## src/sha_pkg.sv

```systemverilog
// shared types, constants and round functions for the sha-256 stream hasher
// no dependencies
package sha_pkg;

  localparam int BlockBytes = 64;
  localparam int LenOffset  = 56;
  localparam logic [7:0] PadMark = 8'h80;
  localparam int QDepth = 4;

  typedef logic [31:0] word_t;

  typedef struct packed {
    logic [7:0] data;
    logic       present;
    logic       last;
  } item_t;

  typedef enum logic [2:0] {
    ST_IDLE,
    ST_COMP,
    ST_FOLD,
    ST_PAD,
    ST_EMIT
  } st_t;

  function automatic word_t round_k(input logic [5:0] i);
    word_t k [64] = '{
      32'h428a2f98, 32'h71374491, 32'hb5c0fbcf, 32'he9b5dba5,
      32'h3956c25b, 32'h59f111f1, 32'h923f82a4, 32'hab1c5ed5,
      32'hd807aa98, 32'h12835b01, 32'h243185be, 32'h550c7dc3,
      32'h72be5d74, 32'h80deb1fe, 32'h9bdc06a7, 32'hc19bf174,
      32'he49b69c1, 32'hefbe4786, 32'h0fc19dc6, 32'h240ca1cc,
      32'h2de92c6f, 32'h4a7484aa, 32'h5cb0a9dc, 32'h76f988da,
      32'h983e5152, 32'ha831c66d, 32'hb00327c8, 32'hbf597fc7,
      32'hc6e00bf3, 32'hd5a79147, 32'h06ca6351, 32'h14292967,
      32'h27b70a85, 32'h2e1b2138, 32'h4d2c6dfc, 32'h53380d13,
      32'h650a7354, 32'h766a0abb, 32'h81c2c92e, 32'h92722c85,
      32'ha2bfe8a1, 32'ha81a664b, 32'hc24b8b70, 32'hc76c51a3,
      32'hd192e819, 32'hd6990624, 32'hf40e3585, 32'h106aa070,
      32'h19a4c116, 32'h1e376c08, 32'h2748774c, 32'h34b0bcb5,
      32'h391c0cb3, 32'h4ed8aa4a, 32'h5b9cca4f, 32'h682e6ff3,
      32'h748f82ee, 32'h78a5636f, 32'h84c87814, 32'h8cc70208,
      32'h90befffa, 32'ha4506ceb, 32'hbef9a3f7, 32'hc67178f2
    };
    return k[i];
  endfunction

  function automatic word_t init_hash(input logic [2:0] i);
    word_t h [8] = '{
      32'h6a09e667, 32'hbb67ae85, 32'h3c6ef372, 32'ha54ff53a,
      32'h510e527f, 32'h9b05688c, 32'h1f83d9ab, 32'h5be0cd19
    };
    return h[i];
  endfunction

  function automatic word_t rotr(input word_t x, input int n);
    return (x >> n) | (x << (32 - n));
  endfunction

endpackage

```

## src/sha_queue.sv

```systemverilog
// short item queue between the front and the back
// depends on sha_pkg
module sha_queue import sha_pkg::*; (
  input  logic  clk,
  input  logic  rst,
  input  logic  wr_valid,
  input  item_t wr_item,
  output logic  full,
  input  logic  rd_take,
  output logic  rd_valid,
  output item_t rd_item
);
  localparam int AW = $clog2(QDepth);

  item_t           mem [QDepth];
  logic [AW-1:0]   wp;
  logic [AW-1:0]   rp;
  logic [AW:0]     cnt;

  assign full     = (cnt == (AW+1)'(QDepth));
  assign rd_valid = (cnt != '0);
  assign rd_item  = mem[rp];

  always_ff @(posedge clk) begin
    if (wr_valid && !full) begin
      mem[wp] <= wr_item;
    end
  end

  always_ff @(posedge clk) begin
    if (rst) begin
      wp  <= '0;
      rp  <= '0;
      cnt <= '0;
    end else begin
      if (wr_valid && !full) wp <= wp + 1'b1;
      if (rd_take && rd_valid) rp <= rp + 1'b1;
      cnt <= cnt + (AW+1)'(wr_valid && !full) - (AW+1)'(rd_take && rd_valid);
    end
  end
endmodule

```

## src/sha_back.sv

```systemverilog
// block buffer, padding sequencer, 64-round compression and digest output
// depends on sha_pkg
module sha_back import sha_pkg::*; (
  input  logic        clk,
  input  logic        rst,
  input  logic        q_valid,
  input  item_t       q_item,
  output logic        q_take,
  output logic [31:0] digest_word,
  output logic        last_word,
  output logic        valid,
  input  logic        stall
);
  st_t         state, state_next;
  logic [6:0]  fill;
  logic [63:0] bit_len;
  word_t       hw [8];
  word_t       v  [8];
  word_t       w  [16];
  logic [5:0]  rnd;
  logic        pend_end;
  logic        final_blk;
  logic        in_pad;
  logic [2:0]  emit_idx;

  // pad write for current fill position
  logic [7:0]  pad_byte;
  logic [5:0]  fpos;
  assign fpos = fill[5:0];

  always_comb begin
    pad_byte = 8'h00;
    if (pend_end) begin
      pad_byte = PadMark;
    end else if (final_blk && fill >= 7'(LenOffset)) begin
      pad_byte = bit_len[{~fpos[2:0], 3'b000} +: 8];
    end
  end

  // round logic
  word_t s0, s1, wn, t1, t2, ch, mj, b0, b1;
  always_comb begin
    s0 = rotr(w[1], 7) ^ rotr(w[1], 18) ^ (w[1] >> 3);
    s1 = rotr(w[14], 17) ^ rotr(w[14], 19) ^ (w[14] >> 10);
    wn = s1 + w[9] + s0 + w[0];
    b1 = rotr(v[4], 6) ^ rotr(v[4], 11) ^ rotr(v[4], 25);
    ch = (v[4] & v[5]) ^ (~v[4] & v[6]);
    t1 = v[7] + b1 + ch + round_k(rnd) + w[0];
    b0 = rotr(v[0], 2) ^ rotr(v[0], 13) ^ rotr(v[0], 22);
    mj = (v[0] & v[1]) ^ (v[0] & v[2]) ^ (v[1] & v[2]);
    t2 = b0 + mj;
  end

  always_comb begin
    state_next = state;
    q_take     = 1'b0;
    case (state)
      ST_IDLE: begin
        if (q_valid) begin
          q_take = 1'b1;
          if (q_item.present && fill == 7'd63) state_next = ST_COMP;
          else if (q_item.last) state_next = ST_PAD;
        end
      end
      ST_PAD: begin
        if (fill == 7'(BlockBytes-1)) state_next = ST_COMP;
      end
      ST_COMP: begin
        if (rnd == 6'd63) state_next = ST_FOLD;
      end
      ST_FOLD: begin
        if (final_blk) state_next = ST_EMIT;
        else if (pend_end || in_pad) state_next = ST_PAD;
        else state_next = ST_IDLE;
      end
      ST_EMIT: begin
        if (!stall && emit_idx == 3'd7) state_next = ST_IDLE;
      end
      default: state_next = ST_IDLE;
    endcase
  end

  assign valid       = (state == ST_EMIT);
  assign digest_word = hw[emit_idx];
  assign last_word   = (emit_idx == 3'd7);

  // the schedule registers double as the block buffer between compressions
  always_ff @(posedge clk) begin
    if (state == ST_COMP) begin
      for (int i = 0; i < 15; i++) w[i] <= w[i+1];
      w[15] <= wn;
      v[7] <= v[6]; v[6] <= v[5]; v[5] <= v[4]; v[4] <= v[3] + t1;
      v[3] <= v[2]; v[2] <= v[1]; v[1] <= v[0]; v[0] <= t1 + t2;
    end else begin
      for (int i = 0; i < 8; i++) v[i] <= hw[i];
      if (state == ST_IDLE && q_valid && q_item.present) begin
        w[fpos[5:2]][{~fpos[1:0], 3'b000} +: 8] <= q_item.data;
      end else if (state == ST_PAD) begin
        w[fpos[5:2]][{~fpos[1:0], 3'b000} +: 8] <= pad_byte;
      end
    end
  end

  always_ff @(posedge clk) begin
    if (rst) begin
      state     <= ST_IDLE;
      fill      <= '0;
      bit_len   <= '0;
      rnd       <= '0;
      pend_end  <= 1'b0;
      final_blk <= 1'b0;
      in_pad    <= 1'b0;
      emit_idx  <= '0;
      for (int i = 0; i < 8; i++) hw[i] <= init_hash(3'(i));
    end else begin
      state <= state_next;
      case (state)
        ST_IDLE: begin
          if (q_valid) begin
            pend_end  <= q_item.last;
            final_blk <= 1'b0;
            rnd       <= '0;
            if (q_item.present) begin
              fill    <= (fill == 7'd63) ? 7'd0 : fill + 7'd1;
              bit_len <= bit_len + 64'd8;
            end
          end
        end
        ST_PAD: begin
          fill <= (fill == 7'(BlockBytes-1)) ? 7'd0 : fill + 7'd1;
          if (pend_end) begin
            // length fits behind the mark only below the length field
            pend_end  <= 1'b0;
            in_pad    <= 1'b1;
            final_blk <= (fpos < 6'(LenOffset));
          end
          if (fill == 7'(BlockBytes-1)) rnd <= '0;
        end
        ST_COMP: begin
          rnd <= rnd + 6'd1;
        end
        ST_FOLD: begin
          for (int i = 0; i < 8; i++) hw[i] <= hw[i] + v[i];
          emit_idx <= '0;
          if (in_pad && !final_blk) final_blk <= 1'b1;
        end
        ST_EMIT: begin
          if (!stall) begin
            emit_idx <= emit_idx + 3'd1;
            if (emit_idx == 3'd7) begin
              fill      <= '0;
              bit_len   <= '0;
              final_blk <= 1'b0;
              in_pad    <= 1'b0;
              for (int i = 0; i < 8; i++) hw[i] <= init_hash(3'(i));
            end
          end
        end
        default: ;
      endcase
    end
  end
endmodule

```

## src/sha256_stream_hasher_core.sv

```systemverilog
// top level: input queue front and compression back of the sha-256 hasher
// depends on sha_pkg, sha_queue, sha_back
//
//  channel | signals                                                 | dir
//  in      | in_valid in_stall data_byte byte_present end_of_message | in
//  out     | out_valid out_stall digest_word last_word               | out
//
// a byte word is registered in the four-deep queue and then taken by the back while it is idle
// a full block holds the back for 64 rounds plus a fold of the hash
// the end of a message adds one pad write per slot left in the block and a
// compression; a mark at slot 56 or later adds 64 pad writes and another
// compression; then eight digest words; in_stall rises when the queue is
// full; rst clears control state and restores the initial hash values
// stall on the output holds the current digest word
module sha256_stream_hasher_core import sha_pkg::*; (
  input  logic        clk,
  input  logic        rst,
  input  logic        in_valid,
  output logic        in_stall,
  input  logic [7:0]  data_byte,
  input  logic        byte_present,
  input  logic        end_of_message,
  output logic        out_valid,
  input  logic        out_stall,
  output logic [31:0] digest_word,
  output logic        last_word
);
  item_t in_item, q_item;
  logic  full, q_valid, q_take;

  assign in_item  = '{data: data_byte, present: byte_present, last: end_of_message};
  assign in_stall = full;

  sha_queue u_queue (
    .clk, .rst,
    .wr_valid(in_valid), .wr_item(in_item), .full,
    .rd_take(q_take), .rd_valid(q_valid), .rd_item(q_item)
  );

  sha_back u_back (
    .clk, .rst,
    .q_valid, .q_item, .q_take,
    .digest_word, .last_word,
    .valid(out_valid), .stall(out_stall)
  );
endmodule

```

## config.mk

```make
export PLATFORM = sky130hd
export DESIGN_NAME = sha256_stream_hasher_core
export DESIGN_NICKNAME = d
export VERILOG_FILES = /design/src/sha_pkg.sv /design/src/sha_queue.sv /design/src/sha_back.sv /design/src/sha256_stream_hasher_core.sv
export SDC_FILE = /design/constraint.sdc
export NUM_CORES = 2
export LEC_CHECK = 0
export BUFFER_PORTS_ARGS = -buffer_cell sky130_fd_sc_hd__clkbuf_2
export CORE_MARGIN = 5
export CORE_UTILIZATION = 60
export DETAILED_ROUTE_END_ITERATION = 8
export GPL_TIMING_DRIVEN = 0
export PLACE_DENSITY = 0.76
export RECOVER_POWER = 25
export SYNTH_ARGS = -nofsm -noshare
export SYNTH_HDL_FRONTEND = slang
export SYNTH_SLANG_ARGS = --single-unit
```

## constraint.sdc

```tcl
create_clock -name clk -period 10.7 [get_ports clk]
set_input_delay 2.14 -clock clk [delete_from_list [all_inputs] [get_ports clk]]
set_output_delay 2.14 -clock clk [all_outputs]
set_load 0.02 [all_outputs]
```

After elaboration in Yosys (flattened, before gate mapping)
Memories as Yosys holds them, arrays and structs flattened. A register that Yosys moved wholly into a read port is not among the register bits.
Index checks and enable logic that the tools add are counted.
{ "classes": {"n_addsub": 27, "n_eq_ne": 18, "muxes": 126, "order_cmp": 3, "bitwise_logic": 86, "n_reduce_logical": 30, "n_shift": 4} }
{ "op_table": {"columns": ["op", "count"], "rows": [
  ["two-way mux 32 bit", 30],
  ["adder 32 bit", 18],
  ["bitwise XOR 32 bit", 9],
  ["two-way mux 64 bit", 4],
  ["AND 32 bit", 5],
  ["case mux 64 bit (2 select lines)", 1],
  ["adder 64 x 4 -> 64 bit (second input constant)", 1],
  ["variable part select 64 x 7 -> 8 bit", 1],
  ["variable part select 8 x 7 -> 32 bit", 2],
  ["two-way mux 1 bit", 61],
  ["OR 1 bit", 56],
  ["two-way mux 7 bit", 5],
  ["inverter 32 bit", 1],
  ["OR 10 x 32 -> 32 bit", 1],
  ["OR 13 x 32 -> 32 bit", 1],
  ["OR 14 x 32 -> 32 bit", 1],
  ["OR 15 x 32 -> 32 bit", 1],
  ["OR 19 x 32 -> 32 bit", 1],
  ["OR 21 x 32 -> 32 bit", 1],
  ["OR 25 x 32 -> 32 bit", 1],
  ["OR 26 x 32 -> 32 bit", 1],
  ["OR 30 x 32 -> 32 bit", 1],
  ["OR 7 x 32 -> 32 bit", 1],
  ["OR reduction 32 bit", 1],
  ["other kinds (47)", 89]
]} }
{ "word_totals": {"ram_bits": 1064, "romBits": 2048, "inputBits": 14, "reg_bits": 93, "n_memories": 5} }
{ "mem_list": {"columns": ["name", "depth", "width", "read_ports", "rd_clocked_by_memory_dff", "wr", "line", "text"], "rows": [
  ["(name not given)", 64, 32, 1, 0, 0, "sha_pkg.sv:45", "return k[i];"],
  ["u_back.w", 16, 32, 16, 0, 16, "sha_back.sv:19", "word_t w [16];"],
  ["u_back.hw", 8, 32, 9, 1, 8, "sha_back.sv:17", "word_t hw [8];"],
  ["u_back.v", 8, 32, 8, 0, 8, "sha_back.sv:18", "word_t v [8];"],
  ["u_queue.mem", 4, 10, 1, 1, 1, "sha_queue.sv:15", "item_t mem [QDepth];"]
]} }

Logic depth before layout (Yosys ltp)
An unclocked memory read counts as a cell.
{ "depth": {"ltp_word": 10, "mapped_depth": 40, "depth_no_buf": 38} }

Modules after synthesis
A second synthesis with hierarchy kept.
{ "hier_totals": {"cells_unflattened": 8063, "area_unflattened_um2": 74173.6} }
{ "by_module_without_submodules": {"columns": ["module", "n_inst", "area_per_inst_um2", "cells_each"], "rows": [
  ["sha_back", 1, 72258.1, 7962],
  ["sha_queue", 1, 1915.6, 101]
]} }

Least setup slack after synthesis
OpenSTA, ideal clock, no wires.
{ "synth_timing": {"path_kind": "flip-flop to flip-flop", "start": "reg u_back.rnd[0]", "end": "mem u_back.v[0][30] (netlist name)", "n_path_buf": 2, "arrival_ns": 8.156, "stages_incl_launch_ff": 34, "synth_period_minus_slack_ns": 8.285, "required_ns": 10.572, "slack_ns": 2.415, "path_cell_list": "dfxtp_1 -> inv_1 -> clkbuf_1 -> ha_1 -> clkbuf_1 -> nor2_1 -> mux2_2 -> mux4_2 -> o21ai_0 -> fa_1 -> fa_1 -> inv_1 -> fa_1 -> fa_1 -> nor2b_1 -> o31a_1 -> o221ai_1 -> a211oi_1 -> o21a_1 -> o21ai_0 -> a21boi_0 -> xor2_1 -> fa_1 -> ha_1 -> a21oi_1 -> o21ai_0 -> or3_1 -> o21a_1 -> a41o_1 -> a41oi_1 -> a21oi_1 -> a21oi_1 -> xor2_1 -> o21ai_0"} }
{ "synth_rtl": {"columns": ["item", "line", "text"], "rows": [
  ["start: declaration", "sha_back.sv:20", "logic [5:0] rnd;"],
  ["start signal: assignment", "sha_back.sv:140", "rnd <= rnd + 6'd1;"],
  ["end: declaration", "sha_back.sv:18", null]
]} }

==> metrics.md <==
| Metric | Value |
|---|---|
| Syn Inst Count | `7890` |
| Count leader, synth | `nand2_1` |
| Crit Path Max Fanout | `10` |
| Max cap viols | `7` |
| Die height | `361 um` |
| GP Congestion | `1.06` |
| Core box area | `122000 um2` |
| Top post-synthesis cells by area | `edfxtp_1 28%, dfxtp_1 13%, nand2_1 8.2%` |
| CTS Buf Count | `131` |
| Layout cell share with drive strength beyond 1 | `7.22%` |
| R2r worst-path depth | `30` |
| WS Path Type | `flip-flop to flip-flop` |
| All-layer global routing usage | `42.5%` |
| Top cell type's share of synthesized area | `27.6%` |
| Port buffer count | `48` |
| Hold Path Depth | `2` |
| Crit path buf inv count | `6` |
| Stages on the worst setup path | `30` |
| CP required | `11.32 ns` |
| Crit path arrival time | `11.06 ns` |
| Cell area after synthesis | `74000 um2` |
| Hold_buf cts | `0` |
| Sequential fraction of the synthesis area | `40.5%` |
| Clock transition at path regs | `0.06 ns` |
| Die W | `361 um` |
| Antenna viol nets, final | `0` |
| Failing checks | `max-capacitance violations, max-slew violations` |
| Post-synth ARST share | `0%` |
| Synthesized area per cell | `9.39 um2` |
| Initial DRC count | `7781` |
| Vias in the first global route | `62669` |
| Area growth syn-to-layout | `9.37%` |
| HPWL after DPL | `221 mm` |
| Count of final setup violators | `0` |
| Hold WS | `0.453 ns` |
| Final min period | `10.44 ns` |
| Distinct cells, synth | `99` |
| Clk Latency, worst-skew pair | `0.78 ns` |
| Status | `complete, but fails checks` |
| Worst relative slew slack | `-51.8%` |
| Setup TNS | `0 ns` |
| Final design utilization | `66.3%` |
| Crit-path max cell delay | `0.87 ns` |
| Hold_sp | `u_back.v[5][22]` |
| CTS tree | `yes` |
| HP Class | `flip-flop to flip-flop` |
| Die ar. | `131000 um2` |
| Syn_nets | `8506` |
| Register area | `30000 um2` |
| Top Family by Delay on Critical Path | `compound AO/OA/AOI/OAI gates` |
| Num rows | `128` |
| Total gr overflow | `0` |
| Initial Util | `60.6%` |
| Bufs on Longest Clock Path | `3` |
| Yosys warns | `0` |
| Final hold violation count | `0` |
| Post-synth top cells | `1621 x nand2_1, 724 x o21ai_0, 680 x edfxtp_1, 479 x dfxtp_1, 474 x a21oi_1` |
| Via count | `64148` |
| Clk_skew | `0.0392 ns` |
| Filler cells | `9737` |
| Worst setup path startpoint | `u_back.rnd[2]` |
| Drt wl/cell | `28.9 um` |
| Initial antenna violation count | `11` |
| Max-slew violations | `80` |
| Ports | `49` |
| Routed WL | `284 mm` |
| DR DRC count | `0` |
| H-Tree Level Count | `4` |
| R2R Path Start | `u_back.rnd[2]` |
| Clock root buffer | `clkbuf_16` |
| Max Clk Rate | `0.0958 GHz` |
| First drt pass iteration count | `6` |
| Cell taking the most area after synthesis | `edfxtp_1` |
| Vias/cell | `6.53` |
| Worst Tran Pin Value | `2.28 ns` |
| Nets | `8700` |
| Slowest CP cell | `o21ai_0` |
| Crit path capture type | `flip-flop` |
| Part of the cycle the worst path needs | `97.5%` |
| # clock sinks | `1159` |
| FF+latch count, synth | `1159` |
| EDFF count, synth | `680` |
| Largest net degree at the start of global routing | `38` |
| Ys flop type | `edfxtp_1` |
| Startpoint types | `flip-flop` |
| Multi-input gate area | `41500 um2` |
| First-pass GRT wire length | `410 mm` |
cells by family (layout without fill, tap and decap cells):
| kind of cell | Yosys count | in the layout | share of synthesized area [%] |
|---|---|---|---|
| AND/OR/NAND/NOR | 2608 | 2608 | 15.1 |
| adder cells (fa/ha/maj) | 629 | 629 | 12.5 |
| XOR/XNOR | 601 | 601 | 7.13 |
| buffers and inverters | 695 | 995 | 3.54 |
| other | 0 | 10 | 0 |
| multiplexers | 279 | 279 | 5.57 |
| AO/OA/AOI/OAI | 1919 | 1919 | 15.6 |
| flip-flops | 1159 | 1159 | 40.5 |
routing by layer:
| layer | wire, um | vias to the layer above | track usage (%) | part of all wire, % |
|---|---|---|---|---|
| met5 | 158 | - | 0 | 0.056 |
| met4 | 25100 | 8 | 29.9 | 8.9 |
| met3 | 33000 | 997 | 10.6 | 12 |
| met2 | 124000 | 4173 | 65.8 | 44 |
| met1 | 101000 | 30711 | 52.4 | 36 |
| li1 | - | 28259 | - | - |
tightest hold or removal path, cell delays in order, from the launching register on:
cell and delay, ns:
dfxtp_1 0.33, nand2_1 0.06, nand2_1 0.04
timing repair:
action,4_1_cts,5_1_grt
endpoints found under the setup margin,22,17
buffers inserted,2,4
gates resized for setup,19,44
pin swaps,1,1
final cells by class:
type | count | share of cell area [%]
Clock inverter | 79 | 1.07
Buffer | 419 | 1.99
Antenna cell | 10 | 0.0309
Tap cell | 1625 | 2.51
Clock buffer | 160 | 4.36
Timing Repair Buffer | 65 | 0.484
Inverter | 272 | 1.27
Sequential cell | 1159 | 37.1
Multi-Input combinational cell | 6036 | 51.2
cell usage in the layout, fill, tap and decap left out, types with 135 or more instances in the layout:
master        n
mux2_2      157
xor2_1      187
clkbuf_1    401
dfxtp_1     478
o21ai_0     721
fa_1        196
clkbuf_16   135
nand2_1    1621
xnor2_1     410
a21oi_1     474
edfxtp_1    680
a21o_1      139
ha_1        404
nor2_1      390
inv_1       267
metrics by stage:
step | cell area [um2] | std cells | setup WS [ns]
finish | 81000 | 9825 | 0.263
global route | 81000 | 9816 | -0.0101
CTS | 81000 | 9815 | 0.0321
detailed placement | 76500 | 9574 | -1.20
global placement | 76300 | 9563 | -1.28
floorplan | 74000 | 7890 | 2.42
sequential cells by signal (all words and copies together) (netlist names), 6 cells and up, named ones only:
name,flops
u_queue.mem,40
u_back.hw,256
u_back.bit_len,61
u_back.w,512
u_back.fill,7
u_back.rnd,6
u_back.v,256
worst paths after layout:
check	endpoint	slack [ns]
max	u_back.v[0][30]	0.26
min	u_back.v[6][22]	0.45
max reg2reg	u_back.v[0][30]	0.26
min reg2reg	u_back.v[6][22]	0.45
Power is left out: the tool's default activity adds up to more than one toggle a clock period on the data nets, which glitch-free logic cannot reach.
